$ cat src/rtl/iste_pkg.sv
// shared types, codes and helpers of the infix two-stack evaluator
package iste_pkg;

    localparam int DATA_W = 32;
    localparam int NUM_W  = 31;
    localparam int CODE_W = 3;
    localparam int ACT_W  = 2;

    // token kinds
    localparam logic [ACT_W-1:0] ACT_NUM = 2'd0;
    localparam logic [ACT_W-1:0] ACT_OP  = 2'd1;
    localparam logic [ACT_W-1:0] ACT_END = 2'd2;

    // operator codes
    localparam logic [CODE_W-1:0] OP_ADD   = 3'd0;
    localparam logic [CODE_W-1:0] OP_SUB   = 3'd1;
    localparam logic [CODE_W-1:0] OP_MUL   = 3'd2;
    localparam logic [CODE_W-1:0] OP_DIV   = 3'd3;
    localparam logic [CODE_W-1:0] OP_OPEN  = 3'd4;
    localparam logic [CODE_W-1:0] OP_CLOSE = 3'd5;

    // error flag bit positions
    localparam int FLAG_UNMATCHED = 0;
    localparam int FLAG_DIVZERO   = 1;
    localparam int FLAG_OVERFLOW  = 2;
    localparam int FLAG_W         = 3;

    typedef enum logic [3:0] {
        ST_IDLE,
        ST_CHECK,
        ST_TEST,
        ST_POP2,
        ST_WAIT1,
        ST_POP1,
        ST_EXEC,
        ST_DIVW,
        ST_PUSH,
        ST_FINISH,
        ST_EMIT
    } t_state;

    typedef struct packed {
        logic latch_tok;
        logic push_num;
        logic push_op_in;
        logic push_op_tok;
        logic pop_v2;
        logic pop_v1;
        logic exec;
        logic take_quot;
        logic push_res;
        logic close_pop;
        logic set_unmatched;
        logic emit;
    } t_cmd;

    typedef struct packed {
        logic              vc_zero;
        logic              oc_zero;
        logic [CODE_W-1:0] top_op;
        logic [CODE_W-1:0] tok_code;
        logic              tok_end;
        logic              need_div;
        logic              div_done;
        logic              out_free;
    } t_stat;

    // whether the reduction loop keeps going for the pending token
    function automatic logic loop_go(input logic is_end, input logic [CODE_W-1:0] code,
                                     input logic [CODE_W-1:0] top);
        logic go;
        go = 1'b0;
        if (is_end) begin
            go = 1'b1;
        end else begin
            case (code)
                OP_ADD, OP_SUB: go = (top == OP_ADD) || (top == OP_SUB) ||
                                     (top == OP_MUL) || (top == OP_DIV);
                OP_MUL, OP_DIV: go = (top == OP_MUL) || (top == OP_DIV);
                OP_CLOSE:       go = (top != OP_OPEN);
                default:        go = 1'b0;
            endcase
        end
        return go;
    endfunction

endpackage

$ cat src/rtl/iste_if.sv
// token and result channel interfaces of the evaluator
interface iste_tok_if;
    logic                          valid;
    logic                          ready;
    logic [iste_pkg::ACT_W-1:0]    action;
    logic [iste_pkg::NUM_W-1:0]    number;
    logic [iste_pkg::CODE_W-1:0]   operator_code;

    modport source (output valid, output action, output number, output operator_code,
                    input ready);
    modport sink (input valid, input action, input number, input operator_code,
                  output ready);
endinterface

interface iste_res_if;
    logic                              valid;
    logic                              ready;
    logic signed [iste_pkg::DATA_W-1:0] answer;
    logic                              status;
    logic                              unmatched_close;
    logic                              divide_by_zero;
    logic                              stack_overflow;

    modport source (output valid, output answer, output status, output unmatched_close,
                    output divide_by_zero, output stack_overflow, input ready);
    modport sink (input valid, input answer, input status, input unmatched_close,
                  input divide_by_zero, input stack_overflow, output ready);
endinterface

$ cat src/rtl/iste_div.sv
// iterative signed divider, one quotient bit per cycle, truncating toward zero
module iste_div (
    input  logic                        i_clk,
    input  logic                        i_rst_n,
    input  logic                        i_start,
    input  logic [iste_pkg::DATA_W-1:0] i_dividend,
    input  logic [iste_pkg::DATA_W-1:0] i_divisor,
    output logic                        o_done,
    output logic [iste_pkg::DATA_W-1:0] o_quot
);
    localparam int DW = iste_pkg::DATA_W;
    localparam int CW = $clog2(DW);

    logic          r_busy;
    logic          r_done;
    logic [CW-1:0] r_cnt;
    logic [DW-1:0] r_quo;
    logic [DW-1:0] r_rem;
    logic [DW-1:0] r_den;
    logic          r_neg;

    logic [DW:0]   rem_sh;
    logic          fits;
    logic [DW:0]   rem_sub;

    assign rem_sh  = {r_rem, r_quo[DW-1]};
    assign fits    = (rem_sh >= {1'b0, r_den});
    assign rem_sub = rem_sh - {1'b0, r_den};

    always_ff @(posedge i_clk) begin
        if (!i_rst_n) begin
            r_busy <= 1'b0;
            r_done <= 1'b0;
            r_cnt  <= '0;
        end else begin
            r_done <= 1'b0;
            if (i_start) begin
                r_busy <= 1'b1;
                r_cnt  <= '0;
            end else if (r_busy) begin
                r_cnt <= r_cnt + 1'b1;
                if (r_cnt == CW'(DW - 1)) begin
                    r_busy <= 1'b0;
                    r_done <= 1'b1;
                end
            end
        end
    end

    always_ff @(posedge i_clk) begin
        if (i_start) begin
            r_quo <= i_dividend[DW-1] ? (~i_dividend + 1'b1) : i_dividend;
            r_den <= i_divisor[DW-1] ? (~i_divisor + 1'b1) : i_divisor;
            r_rem <= '0;
            r_neg <= i_dividend[DW-1] ^ i_divisor[DW-1];
        end else if (r_busy) begin
            r_rem <= fits ? rem_sub[DW-1:0] : rem_sh[DW-1:0];
            r_quo <= {r_quo[DW-2:0], fits};
        end
    end

    assign o_done = r_done;
    assign o_quot = r_neg ? (~r_quo + 1'b1) : r_quo;

endmodule

$ cat src/rtl/iste_ctrl.sv
// sequencer of the evaluator: token decode and reduction loop control
module iste_ctrl (
    input  logic                          i_clk,
    input  logic                          i_rst_n,
    input  logic                          i_in_valid,
    input  logic [iste_pkg::ACT_W-1:0]    i_action,
    input  logic [iste_pkg::CODE_W-1:0]   i_code,
    input  iste_pkg::t_stat               i_stat,
    output logic                          o_in_ready,
    output iste_pkg::t_cmd                o_cmd
);
    iste_pkg::t_state r_state;
    iste_pkg::t_state n_state;

    always_ff @(posedge i_clk) begin
        if (!i_rst_n) begin
            r_state <= iste_pkg::ST_IDLE;
        end else begin
            r_state <= n_state;
        end
    end

    always_comb begin
        n_state    = r_state;
        o_cmd      = '0;
        o_in_ready = 1'b0;
        case (r_state)
            iste_pkg::ST_IDLE: begin
                o_in_ready = 1'b1;
                if (i_in_valid) begin
                    case (i_action)
                        iste_pkg::ACT_NUM: begin
                            o_cmd.push_num = 1'b1;
                        end
                        iste_pkg::ACT_OP: begin
                            case (i_code)
                                iste_pkg::OP_OPEN: begin
                                    o_cmd.push_op_in = 1'b1;
                                end
                                iste_pkg::OP_ADD, iste_pkg::OP_SUB, iste_pkg::OP_MUL,
                                iste_pkg::OP_DIV, iste_pkg::OP_CLOSE: begin
                                    o_cmd.latch_tok = 1'b1;
                                    n_state         = iste_pkg::ST_CHECK;
                                end
                                default: begin
                                end
                            endcase
                        end
                        iste_pkg::ACT_END: begin
                            o_cmd.latch_tok = 1'b1;
                            n_state         = iste_pkg::ST_CHECK;
                        end
                        default: begin
                        end
                    endcase
                end
            end
            iste_pkg::ST_CHECK: begin
                n_state = iste_pkg::ST_TEST;
            end
            iste_pkg::ST_TEST: begin
                if (!i_stat.oc_zero &&
                    iste_pkg::loop_go(i_stat.tok_end, i_stat.tok_code, i_stat.top_op)) begin
                    n_state = iste_pkg::ST_POP2;
                end else begin
                    n_state = iste_pkg::ST_FINISH;
                end
            end
            iste_pkg::ST_POP2: begin
                if (i_stat.vc_zero) begin
                    n_state = iste_pkg::ST_FINISH;
                end else begin
                    o_cmd.pop_v2 = 1'b1;
                    n_state      = iste_pkg::ST_WAIT1;
                end
            end
            iste_pkg::ST_WAIT1: begin
                n_state = iste_pkg::ST_POP1;
            end
            iste_pkg::ST_POP1: begin
                if (i_stat.vc_zero) begin
                    n_state = iste_pkg::ST_FINISH;
                end else begin
                    o_cmd.pop_v1 = 1'b1;
                    n_state      = iste_pkg::ST_EXEC;
                end
            end
            iste_pkg::ST_EXEC: begin
                o_cmd.exec = 1'b1;
                n_state    = i_stat.need_div ? iste_pkg::ST_DIVW : iste_pkg::ST_PUSH;
            end
            iste_pkg::ST_DIVW: begin
                if (i_stat.div_done) begin
                    o_cmd.take_quot = 1'b1;
                    n_state         = iste_pkg::ST_PUSH;
                end
            end
            iste_pkg::ST_PUSH: begin
                o_cmd.push_res = 1'b1;
                n_state        = iste_pkg::ST_CHECK;
            end
            iste_pkg::ST_FINISH: begin
                if (i_stat.tok_end) begin
                    n_state = iste_pkg::ST_EMIT;
                end else begin
                    n_state = iste_pkg::ST_IDLE;
                    if (i_stat.tok_code == iste_pkg::OP_CLOSE) begin
                        if (i_stat.oc_zero) begin
                            o_cmd.set_unmatched = 1'b1;
                        end else begin
                            o_cmd.close_pop = 1'b1;
                        end
                    end else begin
                        o_cmd.push_op_tok = 1'b1;
                    end
                end
            end
            iste_pkg::ST_EMIT: begin
                if (i_stat.out_free) begin
                    o_cmd.emit = 1'b1;
                    n_state    = iste_pkg::ST_IDLE;
                end
            end
            default: begin
                n_state = iste_pkg::ST_IDLE;
            end
        endcase
    end

endmodule

$ cat src/rtl/iste_datapath.sv
// stacks, arithmetic, divider and result register of the evaluator
module iste_datapath #(
    parameter int STACK_DEPTH = 32
) (
    input  logic                               i_clk,
    input  logic                               i_rst_n,
    input  logic [iste_pkg::NUM_W-1:0]         i_number,
    input  logic [iste_pkg::CODE_W-1:0]        i_code,
    input  logic [iste_pkg::ACT_W-1:0]         i_action,
    input  iste_pkg::t_cmd                     i_cmd,
    output iste_pkg::t_stat                    o_stat,
    input  logic                               i_out_ready,
    output logic                               o_out_valid,
    output logic signed [iste_pkg::DATA_W-1:0] o_answer,
    output logic                               o_status,
    output logic                               o_unmatched_close,
    output logic                               o_divide_by_zero,
    output logic                               o_stack_overflow
);
    localparam int DW = iste_pkg::DATA_W;
    localparam int OW = iste_pkg::CODE_W;
    localparam int AW = (STACK_DEPTH > 1) ? $clog2(STACK_DEPTH) : 1;
    localparam int CW = $clog2(STACK_DEPTH + 1);

    logic [DW-1:0] r_val_mem [STACK_DEPTH];
    logic [OW-1:0] r_op_mem  [STACK_DEPTH];

    logic [CW-1:0] r_vc;
    logic [CW-1:0] r_oc;
    logic [DW-1:0] r_top_val;
    logic [OW-1:0] r_top_op;
    logic [DW-1:0] r_v1;
    logic [DW-1:0] r_v2;
    logic [DW-1:0] r_res;
    logic [OW-1:0] r_code;
    logic          r_is_end;
    logic [iste_pkg::FLAG_W-1:0] r_flags;

    logic          r_out_valid;
    logic [DW-1:0] r_answer;
    logic          r_status;
    logic [iste_pkg::FLAG_W-1:0] r_out_flags;

    logic          vc_full;
    logic          oc_full;
    logic [CW-1:0] vc_dec;
    logic [CW-1:0] oc_dec;
    logic          val_push;
    logic [DW-1:0] val_wdata;
    logic          op_push;
    logic [OW-1:0] op_wdata;
    logic          div_start;
    logic          div_done;
    logic [DW-1:0] div_quot;
    logic          v2_zero;

    assign vc_full   = (r_vc == CW'(STACK_DEPTH));
    assign oc_full   = (r_oc == CW'(STACK_DEPTH));
    assign vc_dec    = r_vc - 1'b1;
    assign oc_dec    = r_oc - 1'b1;
    assign val_push  = i_cmd.push_num || i_cmd.push_res;
    assign val_wdata = i_cmd.push_num ? {1'b0, i_number} : r_res;
    assign op_push   = i_cmd.push_op_in || i_cmd.push_op_tok;
    assign op_wdata  = i_cmd.push_op_in ? i_code : r_code;
    assign v2_zero   = (r_v2 == '0);
    assign div_start = i_cmd.exec && (r_top_op == iste_pkg::OP_DIV) && !v2_zero;

    // stack memories, registered read of the current top entries
    always_ff @(posedge i_clk) begin
        if (val_push && !vc_full) begin
            r_val_mem[r_vc[AW-1:0]] <= val_wdata;
        end
        r_top_val <= r_val_mem[vc_dec[AW-1:0]];
    end

    always_ff @(posedge i_clk) begin
        if (op_push && !oc_full) begin
            r_op_mem[r_oc[AW-1:0]] <= op_wdata;
        end
        r_top_op <= r_op_mem[oc_dec[AW-1:0]];
    end

    // counters, flags and result handshake
    always_ff @(posedge i_clk) begin
        if (!i_rst_n) begin
            r_vc        <= '0;
            r_oc        <= '0;
            r_flags     <= '0;
            r_out_valid <= 1'b0;
        end else begin
            if (i_out_ready) begin
                r_out_valid <= 1'b0;
            end
            if (val_push) begin
                if (vc_full) begin
                    r_flags[iste_pkg::FLAG_OVERFLOW] <= 1'b1;
                end else begin
                    r_vc <= r_vc + 1'b1;
                end
            end
            if (op_push) begin
                if (oc_full) begin
                    r_flags[iste_pkg::FLAG_OVERFLOW] <= 1'b1;
                end else begin
                    r_oc <= r_oc + 1'b1;
                end
            end
            if (i_cmd.pop_v2 || i_cmd.pop_v1) begin
                r_vc <= vc_dec;
            end
            if (i_cmd.push_res || i_cmd.close_pop) begin
                r_oc <= oc_dec;
            end
            if (i_cmd.set_unmatched) begin
                r_flags[iste_pkg::FLAG_UNMATCHED] <= 1'b1;
            end
            if (i_cmd.exec && (r_top_op == iste_pkg::OP_DIV) && v2_zero) begin
                r_flags[iste_pkg::FLAG_DIVZERO] <= 1'b1;
            end
            if (i_cmd.emit) begin
                r_out_valid <= 1'b1;
                r_vc        <= '0;
                r_oc        <= '0;
                r_flags     <= '0;
            end
        end
    end

    // operand and result registers
    always_ff @(posedge i_clk) begin
        if (i_cmd.latch_tok) begin
            r_code   <= i_code;
            r_is_end <= (i_action == iste_pkg::ACT_END);
        end
        if (i_cmd.pop_v2) begin
            r_v2 <= r_top_val;
        end
        if (i_cmd.pop_v1) begin
            r_v1 <= r_top_val;
        end
        if (i_cmd.exec) begin
            case (r_top_op)
                iste_pkg::OP_ADD: r_res <= r_v1 + r_v2;
                iste_pkg::OP_SUB: r_res <= r_v1 - r_v2;
                iste_pkg::OP_MUL: r_res <= r_v1 * r_v2;
                default:          r_res <= '0;
            endcase
        end else if (i_cmd.take_quot) begin
            r_res <= div_quot;
        end
        if (i_cmd.emit) begin
            r_answer    <= (r_vc == '0) ? '0 : r_top_val;
            r_status    <= (r_vc == '0);
            r_out_flags <= r_flags;
        end
    end

    iste_div u_div (
        .i_clk      (i_clk),
        .i_rst_n    (i_rst_n),
        .i_start    (div_start),
        .i_dividend (r_v1),
        .i_divisor  (r_v2),
        .o_done     (div_done),
        .o_quot     (div_quot)
    );

    always_comb begin
        o_stat          = '0;
        o_stat.vc_zero  = (r_vc == '0);
        o_stat.oc_zero  = (r_oc == '0);
        o_stat.top_op   = r_top_op;
        o_stat.tok_code = r_code;
        o_stat.tok_end  = r_is_end;
        o_stat.need_div = (r_top_op == iste_pkg::OP_DIV) && !v2_zero;
        o_stat.div_done = div_done;
        o_stat.out_free = !r_out_valid || i_out_ready;
    end

    assign o_out_valid       = r_out_valid;
    assign o_answer          = r_answer;
    assign o_status          = r_status;
    assign o_unmatched_close = r_out_flags[iste_pkg::FLAG_UNMATCHED];
    assign o_divide_by_zero  = r_out_flags[iste_pkg::FLAG_DIVZERO];
    assign o_stack_overflow  = r_out_flags[iste_pkg::FLAG_OVERFLOW];

endmodule

$ cat src/rtl/infix_two_stack_evaluator.sv
// top level of the two-stack infix expression evaluator
// Evaluates an infix expression given one token per transfer on i_tok: a non-negative
// number, an operator (+ - * / and parentheses) or an end mark. Numbers and open
// parentheses are pushed in the cycle they are taken, so a run of them goes at one token
// per cycle. Any other operator runs the reduction loop for each reduction it
// triggers, and a division waits for the quotient from a shared radix-2 divider at
// one bit per cycle. The end mark also runs its reductions, and waits while an
// earlier result still sits on o_res. Both stacks are memories with one write port
// and a registered read port, so the sequencer passes a wait state (ST_WAIT1 or
// ST_CHECK) between a pop and the use of the new top. The end mark reduces
// everything left and loads one result into the output register (answer, empty-stack
// status and the sticky error flags of the expression), then clears the stacks and flags
// for the next expression; the next token can be taken while that result still waits on
// o_res. Arithmetic wraps at 32 bits, a zero divisor gives 0 and a flag, and a push to a
// full stack is dropped and flagged. No clearing pass is needed after reset.
module infix_two_stack_evaluator #(
    parameter int STACK_DEPTH = 32
) (
    input  logic          i_clk,
    input  logic          i_rst_n,
    iste_tok_if.sink      i_tok,
    iste_res_if.source    o_res
);
    // command and status bundles between sequencer and datapath
    iste_pkg::t_cmd  cmd;
    iste_pkg::t_stat stat;
    logic            in_ready;

    // the sequencer owns the input handshake and steps the reduction loop
    iste_ctrl u_ctrl (
        .i_clk      (i_clk),
        .i_rst_n    (i_rst_n),
        .i_in_valid (i_tok.valid),
        .i_action   (i_tok.action),
        .i_code     (i_tok.operator_code),
        .i_stat     (stat),
        .o_in_ready (in_ready),
        .o_cmd      (cmd)
    );

    assign i_tok.ready = in_ready;

    // stacks, arithmetic and the result register that parts the output side
    iste_datapath #(
        .STACK_DEPTH (STACK_DEPTH)
    ) u_datapath (
        .i_clk             (i_clk),
        .i_rst_n           (i_rst_n),
        .i_number          (i_tok.number),
        .i_code            (i_tok.operator_code),
        .i_action          (i_tok.action),
        .i_cmd             (cmd),
        .o_stat            (stat),
        .i_out_ready       (o_res.ready),
        .o_out_valid       (o_res.valid),
        .o_answer          (o_res.answer),
        .o_status          (o_res.status),
        .o_unmatched_close (o_res.unmatched_close),
        .o_divide_by_zero  (o_res.divide_by_zero),
        .o_stack_overflow  (o_res.stack_overflow)
    );

endmodule
$ cat src/flat_wrapper.sv
// flat-port wrapper written by rule: the top's interface ports become plain ports
module infix_two_stack_evaluator_flat 
#(
    parameter int STACK_DEPTH = 32
)
  (i_clk, i_rst_n, i_tok_valid, i_tok_action, i_tok_number, i_tok_operator_code, i_tok_ready, o_res_valid, o_res_answer, o_res_status, o_res_unmatched_close, o_res_divide_by_zero, o_res_stack_overflow, o_res_ready);
  iste_tok_if i_tok_i ();
  iste_res_if o_res_i ();
  input  logic i_clk;
  input  logic i_rst_n;
  input wire logic [$bits(i_tok_i.valid)-1:0] i_tok_valid;
  input wire logic [$bits(i_tok_i.action)-1:0] i_tok_action;
  input wire logic [$bits(i_tok_i.number)-1:0] i_tok_number;
  input wire logic [$bits(i_tok_i.operator_code)-1:0] i_tok_operator_code;
  output wire logic [$bits(i_tok_i.ready)-1:0] i_tok_ready;
  output wire logic [$bits(o_res_i.valid)-1:0] o_res_valid;
  output wire logic [$bits(o_res_i.answer)-1:0] o_res_answer;
  output wire logic [$bits(o_res_i.status)-1:0] o_res_status;
  output wire logic [$bits(o_res_i.unmatched_close)-1:0] o_res_unmatched_close;
  output wire logic [$bits(o_res_i.divide_by_zero)-1:0] o_res_divide_by_zero;
  output wire logic [$bits(o_res_i.stack_overflow)-1:0] o_res_stack_overflow;
  input wire logic [$bits(o_res_i.ready)-1:0] o_res_ready;
  assign i_tok_i.valid = i_tok_valid;
  assign i_tok_i.action = i_tok_action;
  assign i_tok_i.number = i_tok_number;
  assign i_tok_i.operator_code = i_tok_operator_code;
  assign i_tok_ready = i_tok_i.ready;
  assign o_res_valid = o_res_i.valid;
  assign o_res_answer = o_res_i.answer;
  assign o_res_status = o_res_i.status;
  assign o_res_unmatched_close = o_res_i.unmatched_close;
  assign o_res_divide_by_zero = o_res_i.divide_by_zero;
  assign o_res_stack_overflow = o_res_i.stack_overflow;
  assign o_res_i.ready = o_res_ready;
  infix_two_stack_evaluator #(.STACK_DEPTH(STACK_DEPTH)) u_core (.i_clk(i_clk), .i_rst_n(i_rst_n), .i_tok(i_tok_i), .o_res(o_res_i));
endmodule
$ cat config.mk
export PLATFORM = sky130hd
export DESIGN_NAME = infix_two_stack_evaluator_flat
export DESIGN_NICKNAME = d
export VERILOG_FILES = /design/src/rtl/iste_pkg.sv /design/src/rtl/iste_if.sv /design/src/rtl/iste_div.sv /design/src/rtl/iste_ctrl.sv /design/src/rtl/iste_datapath.sv /design/src/rtl/infix_two_stack_evaluator.sv /design/src/flat_wrapper.sv
export SDC_FILE = /design/constraint.sdc
export NUM_CORES = 2
export LEC_CHECK = 0
export BUFFER_PORTS_ARGS = -buffer_cell sky130_fd_sc_hd__buf_2
export CORE_MARGIN = 1
export CORE_UTILIZATION = 45
export DETAILED_ROUTE_END_ITERATION = 6
export PLACE_DENSITY = 0.71
export SETUP_SLACK_MARGIN = 0.05
export SLEW_MARGIN = 5
export SYNTH_ARGS = -nofsm -noshare
export SYNTH_HDL_FRONTEND = slang
export SYNTH_SLANG_ARGS = --single-unit
$ cat constraint.sdc
create_clock -name i_clk -period 10.2 [get_ports i_clk]
set_clock_uncertainty 0.2 [all_clocks]
set_input_delay 1.02 -clock i_clk [delete_from_list [all_inputs] [get_ports i_clk]]
set_output_delay 1.02 -clock i_clk [all_outputs]
set_load 0.01 [all_outputs]
==> Word-level counts from Yosys, hierarchy flattened <==
Memory sizes are Yosys's and may differ from the RTL's. A register that Yosys moved wholly into a read port is not among the register bits.
Cells that the tools add are included.
{ "totals": {"ff_bits": 260, "ram_bits": 1120, "in_bits": 40, "out_inout_bits": 38, "wordCells": 192, "memories": 2} }
{ "op_classes": {"add_sub_neg": 11, "multipliers": 1, "magnitude_cmp": 1, "n_eq_ne": 35, "n_mux": 70, "n_bitwise": 6, "reduce_logical": 43} }
{ "mem_list": {"columns": ["name", "depth", "word_bits", "rd", "rd_clocked_by_memory_dff", "wr", "line", "source"], "rows": [
  ["u_core.u_datapath.r_val_mem", 32, 32, 1, 1, 1, "iste_datapath.sv:25", "logic [DW-1:0] r_val_mem [STACK_DEPTH];"],
  ["u_core.u_datapath.r_op_mem", 32, 3, 1, 1, 1, "iste_datapath.sv:26", "logic [OW-1:0] r_op_mem [STACK_DEPTH];"]
]} }
{ "ops": {"columns": ["cell", "count"], "rows": [
  ["32-bit 2-to-1 mux", 8],
  ["32-bit by 1-bit adder with 32-bit output, second input constant", 3],
  ["32-bit NOT", 3],
  ["32-bit case mux with 3 select lines", 1],
  ["32-bit subtractor", 2],
  ["4-bit case mux with 11 select lines", 1],
  ["4-bit 2-to-1 mux", 9],
  ["6-bit 2-to-1 mux", 6],
  ["1-bit 2-to-1 mux", 35],
  ["33-bit by 32-bit >= comparator with 1-bit output", 1],
  ["32-bit adder", 1],
  ["32-bit logical NOT", 1],
  ["32-bit by 32-bit multiplier with 32-bit output", 1],
  ["31-bit 2-to-1 mux", 1],
  ["3-bit by 2-bit equality test with 1-bit output, second input constant", 6],
  ["4-bit by 3-bit equality test with 1-bit output, second input constant", 4],
  ["6-bit by 1-bit adder with 6-bit output, second input constant", 2],
  ["4-bit equality test, second input constant", 3],
  ["6-bit equality test, second input constant", 2],
  ["6-bit logical NOT", 2],
  ["6-bit by 1-bit subtractor with 6-bit output, second input constant", 2],
  ["2-bit nonzero test", 5],
  ["3-bit by 1-bit equality test with 1-bit output, second input constant", 3],
  ["3-bit equality test, second input constant", 3],
  ["28 further kinds", 62]
]} }

==> Longest topological paths before layout <==
{ "logic_depth": {"word_depth": 10, "mapped_depth": 28, "depth_no_buf": 26} }

==> Hierarchy <==
Synthesis repeated with hierarchy kept, for this count alone.
{ "hier_totals": {"cells_unflattened": 5170, "hier_area_um2": 75897.8} }
{ "by_module_without_submodules": {"columns": ["module", "instances", "cells_each", "area_each_um2", "seq_area_each_um2"], "rows": [
  ["iste_datapath", 1, 4194, 67394.6, 38737.2],
  ["iste_div", 1, 891, 7897.6, 2732.6],
  ["iste_ctrl", 1, 85, 605.6, 80.1]
]} }

==> Worst setup path before layout <==
OpenSTA, ideal clock, no wires.
{ "synth_path": {"path_type": "register to register", "startpoint": "reg u_core.u_datapath.r_v2[15]", "endpoint": "reg u_core.u_datapath.r_res[29], data pin", "setup_time_ns": 0.270, "arrival_time_ns": 6.856, "t_required_ns": 9.730, "slack_ns": 2.874, "stages_incl_launch_ff": 25, "n_path_buf": 3, "period_less_slack_ns": 7.326, "cell_sequence": "edfxtp_1 > clkbuf_1 > clkbuf_1 > clkbuf_1 > and2_1 > fa_1 > fa_1 > inv_1 > fa_1 > fa_1 > fa_1 > inv_1 > fa_1 > fa_1 > fa_1 > ha_1 > and3_1 > a221o_1 > a21oi_1 > nand2_1 > a41o_1 > a21oi_1 > xnor2_1 > a221oi_1 > a21oi_1"} }
{ "synth_between": {"elab_chain_len": 3, "elab_cells_between_ends": 5, "classes_between": "add/sub: 2; mul: 1; mux: 2"} }
{ "synth_rtl": {"columns": ["item", "line", "source"], "rows": [
  ["from (decl)", "iste_datapath.sv:33", "logic [DW-1:0] r_v2;"],
  ["from (signal assigned)", "iste_datapath.sv:136", "r_v2 <= r_top_val;"],
  ["32-bit by 32-bit multiplier with 32-bit output (tied with other cells)", "iste_datapath.sv:145", "iste_pkg::OP_MUL: r_res <= r_v1 * r_v2;"],
  ["32-bit case mux with 3 select lines (*)", "iste_datapath.sv:142", "case (r_top_op)"],
  ["32-bit 2-to-1 mux (*)", "iste_datapath.sv:141", "if (i_cmd.exec) begin"],
  ["to (signal assigned)", "iste_datapath.sv:143", "iste_pkg::OP_ADD: r_res <= r_v1 + r_v2;"],
  ["to (signal assigned)", "iste_datapath.sv:144", "iste_pkg::OP_SUB: r_res <= r_v1 - r_v2;"],
  ["to (signal assigned)", "iste_datapath.sv:145", null],
  ["to (decl)", "iste_datapath.sv:34", "logic [DW-1:0] r_res;"]
]} }
Every way passes the cells marked *; elsewhere a longest branch is shown, timed or not.
A chain may end at the register's enable or synchronous reset.

==> Worst setup path in the final report <==
{ "layout_path": {"startpoint": "reg u_core.u_datapath.r_v2[6]", "endpoint": "reg u_core.u_datapath.r_res[28], data pin"} }
Same word-level chain as after synthesis.

==> metrics.txt <==
drt initial violations=~5,300; YS warnings=0; Seq pwr share=0.403; Post-CTS Setup Bufs=0; reg2reg setup slack=1.76 ns; Psw=between 5 and 6 mW; initial core utilization=0.455; DR pass1 iterations=5; Max stage delay cell, worst path=edfxtp_1; worst hold path startpoint=u_core.u_datapath.r_flags[0]$_SDFFE_PP0P_; Synth Instances=between 5,000 and 6,000; top cell type's share of synthesized area=0.526; die height=a little over 400 µm; beginning of the critical path=u_core.u_datapath.r_v2[6]$_DFFE_PP_; Comb power frac=0.273; Sw Share=0.312; crit path capture type=flip-flop; row count=149; DRC Markers=0; Pint=11.7 mW; max reg flops=1,024; r2r endpoint=u_core.u_datapath.r_res[28]$_DFFE_PP_; fin nets=5,901; EDFF count, synth=1,321; Max Freq=between 100 and 150 MHz; CTS Hold Bufs=0; total gr overflow=0; Most Frequent Cell on Critical Path=fa_1; # setup viols final=0; dpl ws=1.93 ns; Metal-1 WL=83,300 µm; Final ANT Viol Nets=0; Slew Limit Fails=0; CTS tree=yes; Cell variety after synth=79; Top Layer Used=met5; sequential cell area fraction in the yosys report=0.551; Critical R2R Launch=u_core.u_datapath.r_v2[6]$_DFFE_PP_; period utilization=0.827; outcome=complete, no violations; WHS Endpoint=u_core.u_datapath.r_out_flags[0]$_DFFE_PP_; WHS Path Cells=0; Filler Cell Count=13,700; die width=approximately 400 µm; Primary FF master, synth=edfxtp_1; Clock Tree Buf Depth=3; Min Clock Period, post-route=8.44 ns; final hold vios=0; top area cells in the synthesized netlist=edfxtp_1 53%, fa_1 11%, mux4_2 10%, ha_1 3.4%, and2_1 2.9%; global-route wire length before repair=308,000 µm; Avg Inst Size Synth=14.5 µm²; slew margin rel.=0.152; RSZ-0062 raised after global routing=no; P&R area growth vs syn=10.9%; gp weighted congestion=0.975; CP required=around 11 ns; Post-synth ARST share=0; maximum vdd drop=0.000187 V; DR vias/cell=about 6.0; total core area=0.166 mm²; reg2reg path depth=23; Synthesized Nets=5,856; CTS sink count=1,415; setup_tns=0 ns; Clock Latency Late Sink=a little over 0.8 ns; clock power share=0.324; Mapped Area=0.0754 mm²; Critical Path AT=about 8.7 ns; Slew @ Worst Pin=1.27 ns; WL/cell=between 20 and 30 µm; PD cells=204 mW/mm²; dpl cells=7,291; post-synthesis register bit count=1,415; setup ws final=1.76 ns; metal3 WL=20,900 µm; vias in the first global route=45,700; Synth area leader=edfxtp_1; Max-Cap Viols=0; met2 routed WL=97,600 µm; routed vias=45,000; critical path startpoint category=flip-flop; post-cts sizing count=0; clock root buffer=clkbuf_16; WS Path Type=reg -> reg; I/O Buffers=77; Clock transition at path regs=0.06 ns; Leak=29.9 nW; largest net degree at the start of global routing=136; critical path peak fanout=32; initial antenna violation count=12; hold crit path type=reg -> reg; CP max stage delay=1.15 ns; htree depth=4; share of layout cells above drive strength 1=0.160; die area=between 0.15 and 0.2 mm²; cts bufs inserted=~140; Finished Layout Cells=7,562; Post-DP HPWL=132,000 µm; Critical Path, Cell by Cell=and2_1 > fa_1 > fa_1 > fa_1 > inv_1 > fa_1 > inv_1 > fa_1 > inv_1 > fa_1 > inv_1 > fa_1 > fa_1 > ha_1 > o21a_1 > o21ai_0 > a21oi_1 > a21oi_1 > o21ai_0 > a31oi_1 > xnor2_1 > a221oi_1 > a21oi_1; Top-Level Pins=78; final WL=roughly 210,000 µm; GRT Total Usage=0.251
-- layer usage --
metal | global-route usage | vias up
li1 | - | 18800
met1 | 0.342 | 23200
met2 | 0.393 | 2478
met3 | 0.0543 | 453
met4 | 0.0999 | 2
met5 | 0 | -
-- final cells by class --
| cell class | count | area, µm² | area share |
|---|---|---|---|
| sequential | 1415 | 41600 | 0.497 |
| multi-input combinational | 3050 | 31300 | 0.375 |
| clock buffer | 196 | 3920 | 0.0469 |
| tap | 2189 | 2740 | 0.0328 |
| inverter | 455 | 1710 | 0.0204 |
| timing repair buffer | 182 | 1200 | 0.0143 |
| clock inverter | 73 | 1110 | 0.0133 |
| antenna | 2 | 5.00 | 0.0000599 |
-- worst max-delay path by stage --
stage / to / slack (ns)
floorplan: u_core.u_datapath.r_res[29]$_DFFE_PP_ / 2.87
global placement: u_core.u_datapath.r_res[28]$_DFFE_PP_ / 2.00
detailed placement: u_core.u_datapath.r_res[28]$_DFFE_PP_ / 1.93
CTS: u_core.u_datapath.r_res[28]$_DFFE_PP_ / 1.90
global route: u_core.u_datapath.r_res[28]$_DFFE_PP_ / 1.63
finish: u_core.u_datapath.r_res[28]$_DFFE_PP_ / 1.76
-- Yosys cell counts (5+ instances only) --
master	number
nor2b_1	12
xor2_1	119
ha_1	203
nand4_1	9
o31ai_1	40
nor3b_1	5
nand2_1	487
mux2i_1	11
o31a_1	10
o211ai_1	17
a211o_1	5
fa_1	410
buf_1	27
xnor2_1	139
a31oi_1	20
and3_1	11
a21o_1	33
a21boi_0	7
or2_2	8
nand2b_1	33
clkbuf_1	246
a41oi_1	8
buf_2	8
nand3b_1	14
o41ai_1	10
a211oi_1	29
and2_1	349
a221oi_1	21
mux2_2	37
a21oi_1	131
nand3_1	28
nor3_1	31
or3_1	24
o21a_1	18
nor2_1	191
dfxtp_1	94
mux4_2	350
or4_1	19
nor4_1	12
o21bai_1	8
inv_1	454
o22ai_1	8
edfxtp_1	1321
o21ai_0	123
-- placed cells by master (no fill, tap or decap), types with 31 or more instances in the layout --
cell,netlist,final
edfxtp_1,1321,1321
nand2_1,487,487
inv_1,454,452
fa_1,410,410
mux4_2,350,350
and2_1,349,349
ha_1,203,202
nor2_1,191,159
clkbuf_16,0,144
xnor2_1,139,137
a21oi_1,131,131
o21ai_0,123,123
xor2_1,119,118
buf_4,2,103
dfxtp_1,94,91
buf_2,8,77
o31ai_1,40,40
clkbuf_1,246,40
mux2_2,37,37
nand2b_1,33,33
a21o_1,33,33
nor2_4,0,31
-- power by group through the flow --
stage          registers (mW)  logic (mW)  clock network, mW
3_3_place_gp             6.99        4.50                  0
6_report                 6.88        4.65               5.54
5_1_grt                  6.88        4.99               5.81
3_5_place_dp             6.99        4.55                  0
2_1_floorplan            6.76        3.35                  0
4_1_cts                  6.87        4.61               5.61
-- critical path: cells and delay by family (launching register included) --
family / cells / cell delay, ns
xor gates and xnor gates: 1 / 0.16
and+or+nand+nor: 1 / 0.28
AOI/OAI and AO/OA: 8 / 1.80
DFF: 1 / 1.15
adders and majority gates: 9 / 4.32
buffers and inverters: 4 / 0.22
-- per-stage QoR --
step	utilization	hold slack, ns	power, mW	area [µm²]
after floorplan	-	0.209	10.1	75400
after detailed placement	0.474	0.228	11.5	78500
after global routing	0.505	0.221	17.7	83600
final	0.505	0.227	17.1	83600
after global placement	0.474	0.220	11.5	78500
after CTS	0.505	0.207	17.1	83600
-- cells by family (layout without fill, tap and decap cells) --
kind of cell,after synthesis,count (layout),synth area share
muxes,398,398,0.112
xor gates and xnor gates,258,258,0.0300
DFF,1415,1415,0.551
AOI/OAI and AO/OA,524,524,0.0448
and+or+nand+nor,1257,1257,0.0826
other,0,2,0
buffers and inverters,738,906,0.0370
adders and majority gates,613,613,0.143
No activity file was read; power rests on OpenSTA's default activity.
